File: config.mk
export PLATFORM = sky130hd
export DESIGN_NAME = base64_line_wrapped_encoder_flat
export DESIGN_NICKNAME = d
export VERILOG_FILES = /design/src/hw/rtl/b64lw_pkg.sv /design/src/hw/rtl/b64lw_in_if.sv /design/src/hw/rtl/b64lw_out_if.sv /design/src/hw/rtl/base64_line_wrapped_encoder.sv /design/src/hw/rtl/b64lw_group.sv /design/src/hw/rtl/b64lw_emit.sv /design/src/flat_wrapper.sv
export VERILOG_INCLUDE_DIRS = /design/src /design/src/hw/rtl
export SDC_FILE = /design/constraint.sdc
export NUM_CORES = 1
export LEC_CHECK = 0
export ABC_AREA = 1
export BUFFER_PORTS_ARGS = -buffer_cell sky130_fd_sc_hd__buf_4
export CAP_MARGIN = 20
export CORE_MARGIN = 2
export CORE_UTILIZATION = 63
export DETAILED_ROUTE_END_ITERATION = 6
export GPL_TIMING_DRIVEN = 0
export PLACE_DENSITY = 0.82
export SLEW_MARGIN = 40
export SYNTH_ARGS = -nofsm -noshare
export SYNTH_HDL_FRONTEND = slang
export SYNTH_SLANG_ARGS = --single-unit
File: constraint.sdc
create_clock -name clk -period 4.43 [get_ports clk]
set_input_delay 0.443 -clock clk [delete_from_list [all_inputs] [get_ports clk]]
set_output_delay 0.443 -clock clk [all_outputs]
set_load 0.03 [all_outputs]
File: src/hw/rtl/base64_line_wrapped_encoder_assert.svh
// assertion macros for the base64 line wrapped encoder
`ifndef BASE64_LINE_WRAPPED_ENCODER_ASSERT_SVH
`define BASE64_LINE_WRAPPED_ENCODER_ASSERT_SVH

// same-cycle implication, checked outside reset
`define B64_ASSERT_NOW(lbl, ante, cons, msg) \
  lbl: assert property (@(posedge clk) disable iff (!rst_n) (ante) |-> (cons)) \
    else $error(msg);

// next-cycle implication, checked outside reset
`define B64_ASSERT_NEXT(lbl, ante, cons, msg) \
  lbl: assert property (@(posedge clk) disable iff (!rst_n) (ante) |=> (cons)) \
    else $error(msg);

`endif

File: src/hw/rtl/b64lw_pkg.sv
// shared types, constants and the alphabet function of the base64 line wrapped encoder
package b64lw_pkg;

  localparam logic [7:0] LINE_LIMIT_RST = 8'd76;
  localparam logic [7:0] PAD_CHAR       = 8'h3D;
  localparam logic [7:0] CR_CHAR        = 8'h0D;
  localparam logic [7:0] LF_CHAR        = 8'h0A;
  localparam logic [7:0] PLUS_CHAR      = 8'h2B;
  localparam logic [7:0] SLASH_CHAR     = 8'h2F;
  localparam logic [7:0] UPPER_A        = 8'h41;
  localparam logic [7:0] LOWER_A        = 8'h61;
  localparam logic [7:0] DIGIT_0        = 8'h30;

  // last character index of a group: four or six characters
  localparam logic [2:0] IDX_FOUR = 3'd3;
  localparam logic [2:0] IDX_SIX  = 3'd5;

  // bytes held from the current group
  typedef enum logic [1:0] {
    PH_ZERO = 2'd0,
    PH_ONE  = 2'd1,
    PH_TWO  = 2'd2
  } phase_t;

  // one group of characters handed from the grouper to the emitter
  typedef struct packed {
    logic [5:0][7:0] chars;
    logic [2:0]      last_idx;
    logic            fin;
  } grp_t;

  // six-bit value to its alphabet character
  function automatic logic [7:0] sym(input logic [5:0] v);
    logic [7:0] c;
    if (v < 6'd26) begin
      c = UPPER_A + {2'b00, v};
    end else if (v < 6'd52) begin
      c = LOWER_A + {2'b00, v} - 8'd26;
    end else if (v < 6'd62) begin
      c = DIGIT_0 + {2'b00, v} - 8'd52;
    end else if (v == 6'd62) begin
      c = PLUS_CHAR;
    end else begin
      c = SLASH_CHAR;
    end
    return c;
  endfunction

endpackage

File: src/hw/rtl/b64lw_in_if.sv
// input channel: one raw byte per beat with an end-of-message flag
interface b64lw_in_if;
  logic       valid;
  logic       ready;
  logic [7:0] data_byte;
  logic       last_byte;

  modport source (output valid, output data_byte, output last_byte, input ready);
  modport sink (input valid, input data_byte, input last_byte, output ready);
endinterface

File: src/hw/rtl/b64lw_out_if.sv
// result channel: one encoded character per beat with an end-of-message flag
interface b64lw_out_if;
  logic       valid;
  logic       ready;
  logic [7:0] out_char;
  logic       last_char;

  modport source (output valid, output out_char, output last_char, input ready);
  modport sink (input valid, input out_char, input last_char, output ready);
endinterface

File: src/hw/rtl/base64_line_wrapped_encoder.sv
// Base64 encoder with CR LF line wrapping: one raw byte per input beat, one ASCII
// character per output beat. The byte that closes a group is turned into a registered
// group of four characters (six with a CR LF) as it is taken, and the emitter then plays
// it out at one character per cycle while the receiver keeps ready high, a rate that the
// single-character output port sets. The input keeps taking bytes while one group drains;
// once a second group waits behind it, the input stalls until the emitter takes that
// group, so the output side runs without bubbles and the input follows its pace. The user
// must write line_limit (reset 76) through cfg_we/cfg_wdata only while the block is idle;
// the block itself does not enforce it. Padded final groups never get a line break.
module base64_line_wrapped_encoder (
  input  logic        clk,
  input  logic        rst_n,
  b64lw_in_if.sink    in_bus,
  b64lw_out_if.source out_bus,
  input  logic        cfg_we,
  input  logic [7:0]  cfg_wdata
);
  import b64lw_pkg::*;

  logic grp_valid;
  logic grp_ready;
  grp_t grp;

  // grouping and line tracking
  b64lw_group u_group (
    .clk       (clk),
    .rst_n     (rst_n),
    .in_bus    (in_bus),
    .cfg_we    (cfg_we),
    .cfg_wdata (cfg_wdata),
    .grp_valid (grp_valid),
    .grp_ready (grp_ready),
    .grp       (grp)
  );

  // character output
  b64lw_emit u_emit (
    .clk       (clk),
    .rst_n     (rst_n),
    .grp_valid (grp_valid),
    .grp_ready (grp_ready),
    .grp       (grp),
    .out_bus   (out_bus)
  );

endmodule

File: src/hw/rtl/b64lw_group.sv
// byte grouper: collects bytes, tracks the line, and builds one registered character group
module b64lw_group (
  input  logic                 clk,
  input  logic                 rst_n,
  b64lw_in_if.sink             in_bus,
  input  logic                 cfg_we,
  input  logic [7:0]           cfg_wdata,
  output logic                 grp_valid,
  input  logic                 grp_ready,
  output b64lw_pkg::grp_t      grp
);
  import b64lw_pkg::*;

  `include "base64_line_wrapped_encoder_assert.svh"

  phase_t      phase_r, phase_nxt;
  logic [15:0] pend_r, pend_nxt;
  logic [7:0]  line_cnt_r, line_cnt_nxt;
  logic [7:0]  line_limit_r;
  logic        grp_valid_r, grp_valid_nxt;
  grp_t        grp_r, grp_nxt;
  logic        accept;
  logic        emit;
  logic [8:0]  sum;
  logic        brk;
  logic [7:0]  b0, b1, b;

  assign in_bus.ready = !grp_valid_r || grp_ready;
  assign accept       = in_bus.valid && in_bus.ready;
  assign grp_valid    = grp_valid_r;
  assign grp          = grp_r;

  assign b0  = pend_r[15:8];
  assign b1  = pend_r[7:0];
  assign b   = in_bus.data_byte;
  assign sum = {1'b0, line_cnt_r} + 9'd4;
  assign brk = sum >= {1'b0, line_limit_r};

  // line limit register
  always_ff @(posedge clk) begin
    if (!rst_n) begin
      line_limit_r <= LINE_LIMIT_RST;
    end else if (cfg_we) begin
      line_limit_r <= cfg_wdata;
    end
  end

  // group state
  always_ff @(posedge clk) begin
    if (!rst_n) begin
      phase_r    <= PH_ZERO;
      pend_r     <= '0;
      line_cnt_r <= '0;
    end else if (accept) begin
      phase_r    <= phase_nxt;
      pend_r     <= pend_nxt;
      line_cnt_r <= line_cnt_nxt;
    end
  end

  // next state and the character group for the current beat
  always_comb begin
    phase_nxt    = phase_r;
    pend_nxt     = pend_r;
    line_cnt_nxt = line_cnt_r;
    emit         = 1'b0;
    grp_nxt      = grp_r;
    case (phase_r)
      PH_TWO: begin
        emit             = 1'b1;
        grp_nxt.chars[0] = sym(b0[7:2]);
        grp_nxt.chars[1] = sym({b0[1:0], b1[7:4]});
        grp_nxt.chars[2] = sym({b1[3:0], b[7:6]});
        grp_nxt.chars[3] = sym(b[5:0]);
        grp_nxt.chars[4] = CR_CHAR;
        grp_nxt.chars[5] = LF_CHAR;
        grp_nxt.last_idx = brk ? IDX_SIX : IDX_FOUR;
        grp_nxt.fin      = in_bus.last_byte;
        phase_nxt        = PH_ZERO;
        pend_nxt         = '0;
        line_cnt_nxt     = (brk || in_bus.last_byte) ? 8'd0 : sum[7:0];
      end
      PH_ONE: begin
        if (in_bus.last_byte) begin
          emit             = 1'b1;
          grp_nxt.chars[0] = sym(b1[7:2]);
          grp_nxt.chars[1] = sym({b1[1:0], b[7:4]});
          grp_nxt.chars[2] = sym({b[3:0], 2'b00});
          grp_nxt.chars[3] = PAD_CHAR;
          grp_nxt.chars[4] = CR_CHAR;
          grp_nxt.chars[5] = LF_CHAR;
          grp_nxt.last_idx = IDX_FOUR;
          grp_nxt.fin      = 1'b1;
          phase_nxt        = PH_ZERO;
          pend_nxt         = '0;
          line_cnt_nxt     = '0;
        end else begin
          phase_nxt = PH_TWO;
          pend_nxt  = {b1, b};
        end
      end
      default: begin
        if (in_bus.last_byte) begin
          emit             = 1'b1;
          grp_nxt.chars[0] = sym(b[7:2]);
          grp_nxt.chars[1] = sym({b[1:0], 4'b0000});
          grp_nxt.chars[2] = PAD_CHAR;
          grp_nxt.chars[3] = PAD_CHAR;
          grp_nxt.chars[4] = CR_CHAR;
          grp_nxt.chars[5] = LF_CHAR;
          grp_nxt.last_idx = IDX_FOUR;
          grp_nxt.fin      = 1'b1;
          phase_nxt        = PH_ZERO;
          pend_nxt         = '0;
          line_cnt_nxt     = '0;
        end else begin
          phase_nxt = PH_ONE;
          pend_nxt  = {8'h00, b};
        end
      end
    endcase
  end

  // group output register, held until the emitter takes it
  assign grp_valid_nxt = (grp_valid_r && !grp_ready) || (accept && emit);

  always_ff @(posedge clk) begin
    if (!rst_n) begin
      grp_valid_r <= 1'b0;
    end else begin
      grp_valid_r <= grp_valid_nxt;
    end
  end

  always_ff @(posedge clk) begin
    if (accept && emit) begin
      grp_r <= grp_nxt;
    end
  end

  `B64_ASSERT_NEXT(a_last_clears, accept && in_bus.last_byte,
    phase_r == PH_ZERO && line_cnt_r == 8'd0, "state not cleared after last byte")
  `B64_ASSERT_NOW(a_cnt_aligned, 1'b1, line_cnt_r[1:0] == 2'b00,
    "line count not a multiple of four")
  `B64_ASSERT_NEXT(a_grp_held, grp_valid_r && !grp_ready, grp_valid_r && $stable(grp_r),
    "pending group dropped or changed")

endmodule

File: src/hw/rtl/b64lw_emit.sv
// character emitter: plays one group out on the result channel, one character per beat
module b64lw_emit (
  input  logic                 clk,
  input  logic                 rst_n,
  input  logic                 grp_valid,
  output logic                 grp_ready,
  input  b64lw_pkg::grp_t      grp,
  b64lw_out_if.source          out_bus
);
  import b64lw_pkg::*;

  `include "base64_line_wrapped_encoder_assert.svh"

  logic       busy_r, busy_nxt;
  logic [2:0] idx_r, idx_nxt;
  grp_t       buf_r;
  logic       at_end;
  logic       take;
  logic       load;

  assign at_end    = idx_r == buf_r.last_idx;
  assign take      = out_bus.valid && out_bus.ready;
  assign grp_ready = !busy_r || (take && at_end);
  assign load      = grp_valid && grp_ready;

  assign out_bus.valid     = busy_r;
  assign out_bus.out_char  = buf_r.chars[idx_r];
  assign out_bus.last_char = buf_r.fin && at_end;

  // character pointer and busy flag
  always_comb begin
    busy_nxt = busy_r;
    idx_nxt  = idx_r;
    if (load) begin
      busy_nxt = 1'b1;
      idx_nxt  = 3'd0;
    end else if (take) begin
      if (at_end) begin
        busy_nxt = 1'b0;
      end else begin
        idx_nxt = idx_r + 3'd1;
      end
    end
  end

  always_ff @(posedge clk) begin
    if (!rst_n) begin
      busy_r <= 1'b0;
      idx_r  <= 3'd0;
    end else begin
      busy_r <= busy_nxt;
      idx_r  <= idx_nxt;
    end
  end

  // group buffer
  always_ff @(posedge clk) begin
    if (load) begin
      buf_r <= grp;
    end
  end

  `B64_ASSERT_NOW(a_idx_range, busy_r, idx_r <= buf_r.last_idx,
    "character pointer past end of group")
  `B64_ASSERT_NEXT(a_grp_size, load, buf_r.last_idx == IDX_FOUR || buf_r.last_idx == IDX_SIX,
    "group loaded with bad length")
  `B64_ASSERT_NEXT(a_drain, take && at_end && !grp_valid, !busy_r,
    "emitter stays busy after final character")

endmodule

File: src/flat_wrapper.sv
// flat-port wrapper written by rule: the top's interface ports become plain ports
module base64_line_wrapped_encoder_flat import b64lw_pkg::*;
  (clk, rst_n, cfg_we, cfg_wdata, in_bus_valid, in_bus_data_byte, in_bus_last_byte, in_bus_ready, out_bus_valid, out_bus_out_char, out_bus_last_char, out_bus_ready);
  b64lw_in_if in_bus_i ();
  b64lw_out_if out_bus_i ();
  input  logic clk;
  input  logic rst_n;
  input  logic cfg_we;
  input  logic [7:0] cfg_wdata;
  input wire logic [$bits(in_bus_i.valid)-1:0] in_bus_valid;
  input wire logic [$bits(in_bus_i.data_byte)-1:0] in_bus_data_byte;
  input wire logic [$bits(in_bus_i.last_byte)-1:0] in_bus_last_byte;
  output wire logic [$bits(in_bus_i.ready)-1:0] in_bus_ready;
  output wire logic [$bits(out_bus_i.valid)-1:0] out_bus_valid;
  output wire logic [$bits(out_bus_i.out_char)-1:0] out_bus_out_char;
  output wire logic [$bits(out_bus_i.last_char)-1:0] out_bus_last_char;
  input wire logic [$bits(out_bus_i.ready)-1:0] out_bus_ready;
  assign in_bus_i.valid = in_bus_valid;
  assign in_bus_i.data_byte = in_bus_data_byte;
  assign in_bus_i.last_byte = in_bus_last_byte;
  assign in_bus_ready = in_bus_i.ready;
  assign out_bus_valid = out_bus_i.valid;
  assign out_bus_out_char = out_bus_i.out_char;
  assign out_bus_last_char = out_bus_i.last_char;
  assign out_bus_i.ready = out_bus_ready;
  base64_line_wrapped_encoder u_core (.clk(clk), .rst_n(rst_n), .in_bus(in_bus_i), .out_bus(out_bus_i), .cfg_we(cfg_we), .cfg_wdata(cfg_wdata));
endmodule
======== Word-level counts from Yosys, hierarchy flattened ========
Cells that the tools add are included.
word-level totals
  register bits ........................... 143
  input port bits ......................... 22
  output and inout bits ................... 11
  word-level logic and storage cells ...... 188
cells by class
  add/subtract/negate cells ............... 47
  magnitude comparators ................... 29
  equality and inequality tests ........... 11
  mux-type cells .......................... 54
  bitwise gates (word level) .............. 2
  reductions and logical operators ........ 22
operators by type and width
  kind                                                         count
  2-to-1 mux 8 bit                                             32
  adder 7 x 6 -> 8 bit (first input constant)                  18
  less-than comparator 6 bit (second input constant)           18
  2-to-1 mux 52 bit                                            2
  case mux 52 bit (2 select lines)                             1
  subtractor 7 x 6 -> 8 bit (second input constant)            9
  subtractor 8 x 5 -> 8 bit (second input constant)            9
  adder 6 x 6 -> 7 bit (first input constant)                  9
  less-than comparator 6 x 5 -> 1 bit (second input constant)  9
  == test 6 bit (second input constant)                        7
  case mux 16 bit (2 select lines)                             1
  binary-select mux 8 bit (select 3 bit)                       1
  2-to-1 mux 3 bit                                             8
  2-to-1 mux 16 bit                                            1
  adder 8 x 3 -> 9 bit (second input constant)                 1
  >= comparator 9 x 8 -> 1 bit                                 1
  logical AND 1 bit                                            7
  2-to-1 mux 1 bit                                             6
  AND reduction 2 bit                                          3
  nonzero test 2 bit                                           3
  logical OR 1 bit                                             4
  less-than comparator 3 x 4 -> 1 bit (second input constant)  1
  case mux 2 bit (2 select lines)                              1
  adder 3 x 1 -> 3 bit (second input constant)                 1
  other kinds (9)                                              12

======== Longest topological paths before layout ========
  depth after elaboration ................. 7
  mapped depth ............................ 13
  mapped depth without buffers ............ 13

======== Hierarchy ========
From an unflattened synthesis, not the netlist that was laid out.
unflattened totals
  cell total of the unflattened synthesis .. 1063
  area total of the unflattened synthesis .. 8526.9 um^2
modules (own cells, without submodules)
  module       instances  cells each  area an instance (um^2)  seq. area each (um^2)
  b64lw_group  1          886         6276.0                   1711.6
  b64lw_emit   1          177         2250.9                   1641.6

======== Least setup slack after synthesis ========
OpenSTA, ideal clock, no wires.
  path type ............................... register to register
  start point ............................. register u_core.u_emit.idx_r[1]
  end point ............................... register u_core.u_group.grp_r, in the netlist u_core.u_group.grp[0], enable pin
  arrival ................................. 2.977 ns
  data required time ...................... 3.991 ns
  setup slack ............................. 1.014 ns
  stages on the path, launching flop included .. 10
  period minus slack after synthesis ...... 3.416 ns
  cells stage by stage .................... dfxtp_1 > buf_6 > inv_4 > nand2_2 > nand2_2 > nor2_2 > nand3_2 > nand3_4 > nand3_1 > a21oi_1
on the way
  longest elaborated chain between the ends .. 7
RTL lines
  element                               RTL line            text
  from (decl)                           b64lw_emit.sv:15    logic [2:0] idx_r, idx_nxt;
  from (signal assigned)                b64lw_emit.sv:52    idx_r <= idx_nxt;
  == test 3 bit                         b64lw_emit.sv:21    assign at_end = idx_r == buf_r.last_idx;
  logical AND 1 bit                     b64lw_emit.sv:23    assign grp_ready = !busy_r || (take && at_end);
  logical OR 1 bit                      b64lw_emit.sv:23
  logical OR 1 bit                      b64lw_group.sv:28   assign in_bus.ready = !grp_valid_r || grp_ready;
  named net in_bus_ready                flat_wrapper.sv:13  output wire logic [$bits(in_bus_i.ready)-1:0] in_bus_ready;
  logical AND 1 bit                     b64lw_group.sv:29   assign accept = in_bus.valid && in_bus.ready;
  logical AND 1 bit                     b64lw_group.sv:136  if (accept && emit) begin
  AND reduction 3 bit (no source line)  --
  to (signal assigned)                  b64lw_group.sv:137  grp_r <= grp_nxt;
  to (decl)                             b64lw_group.sv:21   grp_t grp_r, grp_nxt;
The timed path passes the listed nets, and every way through them passes these cells.
A chain may end at the register's enable or synchronous reset.

==> impl_results.rst <==
.. list-table::
   :header-rows: 1

   * - Metric
     - Value
   * - PwrDens
     - 278 nW/um^2
   * - Critical-path maximum fanout
     - 12
   * - Setup WS pre-CTS
     - 1760 ps
   * - Relative slew margins
     - 50.9%
   * - Final #Nets
     - 1103
   * - Post-synthesis async set-or-reset flop share
     - 0%
   * - Worst-case reg-to-reg path depth
     - 10
   * - Clock edge transition at the registers on the reported setup and hold paths
     - 70 ps
   * - Antenna violation net count after detailed routing
     - 0
   * - Run status
     - complete, no violations
   * - Initial antenna violation count
     - 0
   * - Global-route met3 utilization
     - 5.20%
   * - Leading area contributor after synthesis
     - sky130_fd_sc_hd__edfxtp_1
   * - CTS tree
     - done
   * - Number of cells on the worst hold path
     - 3
   * - Setup slack of the worst register-to-register path
     - 1760 ps
   * - Worst path required time
     - 4510 ps
   * - Post-synth design cell area
     - 7440 um^2
   * - Die outline area
     - 12700 um^2
   * - Initial standard-cell utilization of the core
     - 64.9%
   * - Synth Register Bits
     - 107
   * - Final-layout worst hold slack
     - 296 ps
   * - Vert. Die Dim
     - 113 um
   * - Number of setup violations in the final report
     - 0
   * - Count of antenna diodes in the layout
     - 0
   * - Worst IR drop on VDD
     - 275 uV
   * - Post-route clock skew
     - 6.61 ps
   * - RSZ-0062 raised after global routing
     - false
   * - DR WL/cell
     - 16.8 um
   * - Insertion delay of the later-clocked pin in the worst-skew pair
     - 350 ps
   * - Crit path capture type
     - flop
   * - Path category of the worst min-delay check
     - in2reg
   * - Worst flop-to-flop path startpoint
     - u_core.u_group.pend_r[0]$_SDFFE_PN0P_
   * - Met2 usage
     - 49.3%
   * - Data arrival time of the worst path
     - 2750 ps
   * - Hold Crit Start
     - cfg_wdata[6]
   * - GRT Util Overall
     - 31.9%
   * - Placed wire-length estimate after detailed placement
     - 14800 um
   * - GR Util met1
     - 44.6%
   * - Fin Setup TNS
     - 0 ps
   * - Most repeated cell in the gate-level netlist after synthesis
     - sky130_fd_sc_hd__nand2_1
   * - Final hold vios
     - 0
   * - Worst setup SP type
     - flop
   * - Total setup buffers inserted after CTS
     - 0
   * - Drt pass-1 iters
     - 5
   * - Largest net degree at the start of global routing
     - 36
   * - Port Buf Inserts
     - 30
   * - Synthesized Nets
     - 1061
   * - Placed standard-cell area
     - 7870 um^2
   * - Core area
     - 11500 um^2
   * - Final non-filler cell area
     - 8180 um^2
   * - Delay-heaviest family, CP
     - buffers and inverters
   * - Total power
     - 2.28 mW
   * - Die extent in x
     - 113 um
   * - Area added between synthesis and finish
     - 9.92%
   * - Avg Cell Area, Syn
     - 7.52 um^2
   * - Achievable Freq
     - 375 MHz
   * - Period utilisation layout
     - 60.2%
   * - Final worst setup slack
     - 1760 ps
   * - Post-cts hold buffer count
     - 0
   * - Clock root buffer
     - sky130_fd_sc_hd__clkbuf_16
   * - Number of placed instances with taps included
     - 1164
   * - Final standard cell count with taps included and fillers excluded
     - 1180
   * - Synthesized instance count
     - 990
   * - Starting DRC count in detailed routing
     - 824
   * - Layer carrying the most global-route usage
     - met2
   * - Leading post-synthesis cells by cell area
     - sky130_fd_sc_hd__edfxtp_1, sky130_fd_sc_hd__nand2_1, sky130_fd_sc_hd__dfxtp_1
   * - Routed vias
     - 7040
   * - Ratio of cells with drive above 1 in the final layout
     - 9.16%
   * - GRT Residual Overflow
     - 0
   * - Placer congestion estimate
     - 1.02
   * - Number of flops mapped to enable cells by yosys
     - 70
   * - Maximum clock path buffer count
     - 2
   * - Post-Route Utilization
     - 71.3%
   * - Cell leakage power
     - 3.34 nW
   * - Commonest register cell after synthesis
     - sky130_fd_sc_hd__edfxtp_1
   * - First-pass GRT wire length
     - 32100 um
   * - Crit path buf inv count
     - 4
   * - Total of warnings raised by yosys
     - 0
   * - Drt via density
     - 5.97
   * - Count of different cell masters after synthesis
     - 45
   * - Kind of critical path
     - reg2reg
   * - Worst reg2reg path endpoint
     - u_core.u_group.grp[26]$_DFFE_PP_
   * - Cell-by-cell trace of the critical path
     - buf_2 > clkinv_1 > ha_1 > a21oi_1 > o21ai_0 > buf_2 > inv_1 > nand3_1 > nand4_1 > o21ai_0
   * - Number of standard-cell rows in the floorplan
     - 39
   * - Sequential-to-total area share from yosys stat
     - 38.2%
   * - Filler cells
     - 973
   * - Area share of the leading cell type in the synthesized netlist
     - 28.2%
   * - Ports
     - 33
   * - Slew Viols, Final
     - 0
   * - Level count of the clock H-tree
     - 3
   * - Max Cap Viol
     - 0
   * - Actual transition at the worst max-transition pin
     - 736 ps
   * - Library cell contributing the largest single delay on the critical path
     - sky130_fd_sc_hd__dfxtp_1
   * - Cts bufs inserted
     - 9
   * - Leading post-synthesis cells by instance count
     - sky130_fd_sc_hd__nand2_1, sky130_fd_sc_hd__inv_1, sky130_fd_sc_hd__nor2_1, sky130_fd_sc_hd__nand3_1, sky130_fd_sc_hd__o21ai_0
   * - Largest stage delay, worst path
     - 390 ps
   * - Sum of routed wire length over all layers
     - 19800 um
   * - Quantity of gates resized following cts
     - 0
   * - Via count of the first global-routing pass
     - 6327
   * - Min cycle time layout
     - 2670 ps
   * - # DRC
     - 0
   * - Worst Hold Path EP
     - u_core.u_group.line_limit_r[6]$_SDFFE_PN1P_
   * - Clock net sink count
     - 107
==> how the worst max path moves through the flow <==
stage	start	to	depth (start not counted)	slack [ps]
2_1_floorplan	u_core.u_emit.idx_r[1]$_SDFFE_PP0P_	u_core.u_group.grp[0]$_DFFE_PP_	9	1010
3_3_place_gp	u_core.u_group.phase_r[0]$_SDFFE_PN0P_	u_core.u_group.grp[34]$_DFFE_PP_	7	330
3_5_place_dp	in_bus_data_byte[4]	u_core.u_group.grp[10]$_DFFE_PP_	12	1760
4_1_cts	u_core.u_group.phase_r[0]$_SDFFE_PN0P_	u_core.u_group.grp[34]$_DFFE_PP_	8	1840
5_1_grt	u_core.u_group.phase_r[0]$_SDFFE_PN0P_	u_core.u_group.grp[26]$_DFFE_PP_	8	1670
6_report	u_core.u_group.pend_r[0]$_SDFFE_PN0P_	u_core.u_group.grp[26]$_DFFE_PP_	10	1760
==> cell type report <==
cell class / instances / area (um^2) / area share (%)
Sequential cell: 107 / 2840 / 34.7
Inverter: 113 / 432 / 5.28
Buffer: 43 / 224 / 2.74
Clock buffer: 9 / 225 / 2.75
Timing Repair Buffer: 31 / 240 / 2.94
Multi-Input combinational cell: 727 / 3960 / 48.4
Tap cell: 143 / 179 / 2.19
Clock inverter: 7 / 82.6 / 1.01
==> layer usage <==
metal	routed length, um	part of all wire (%)
met5	0	0
met4	741	3.7
met3	1530	7.7
met2	8870	45
met1	8690	44
==> registers in the layout, summed over array words and instances (netlist names), 2 cells and up <==
register and flops:
u_core.u_emit.buf_r 35, u_core.u_emit.idx_r 3, u_core.u_group.line_cnt_r 6, u_core.u_group.grp 35
u_core.u_group.phase_r 2, u_core.u_group.pend_r 16, u_core.u_group.line_limit_r 8
==> tightest hold or removal path: stages <==
cell and delay, ps:
sky130_fd_sc_hd__buf_4 70, sky130_fd_sc_hd__a21oi_1 50, sky130_fd_sc_hd__o21ai_0 50
==> layout by cell type (no fill, tap or decap), types with 3 or more instances in the layout <==
master / count
sky130_fd_sc_hd__edfxtp_1: 70
sky130_fd_sc_hd__buf_4: 34
sky130_fd_sc_hd__clkinv_1: 10
sky130_fd_sc_hd__o2111ai_1: 3
sky130_fd_sc_hd__dfxtp_1: 37
sky130_fd_sc_hd__inv_2: 3
sky130_fd_sc_hd__buf_2: 23
sky130_fd_sc_hd__nor3_1: 10
sky130_fd_sc_hd__o21ai_0: 87
sky130_fd_sc_hd__nand2_1: 202
sky130_fd_sc_hd__xor2_1: 15
sky130_fd_sc_hd__a21oi_1: 75
sky130_fd_sc_hd__o22ai_1: 3
sky130_fd_sc_hd__nand4_1: 20
sky130_fd_sc_hd__nor2_2: 5
sky130_fd_sc_hd__nor2_1: 96
sky130_fd_sc_hd__ha_1: 49
sky130_fd_sc_hd__inv_1: 99
sky130_fd_sc_hd__xnor2_1: 6
sky130_fd_sc_hd__o211ai_1: 28
sky130_fd_sc_hd__clkbuf_1: 14
sky130_fd_sc_hd__clkinv_4: 3
sky130_fd_sc_hd__nand3_1: 91
sky130_fd_sc_hd__a31oi_1: 11
sky130_fd_sc_hd__clkbuf_16: 9
==> where the power goes <==
group / internal [mW] / leakage, nW / switching (mW)
Clock: 0.448 / 0.151 / 0.372
Sequential: 1.11 / 0.940 / 0.0148
Combinational: 0.105 / 2.25 / 0.232
==> cell families (layout without fill, tap and decap cells) <==
group                      count (synthesis)  after routing  share of synthesized area [%]
AOI/OAI and AO/OA                        221            221                           16.7
xor gates and xnor gates                  22             22                           2.69
adders and majority gates                 49             49                           8.24
buffers and inverters                    156            203                           8.81
DFF                                      107            107                           38.2
and+or+nand+nor                          435            435                           25.4
(Power assumes the default switching activity.)
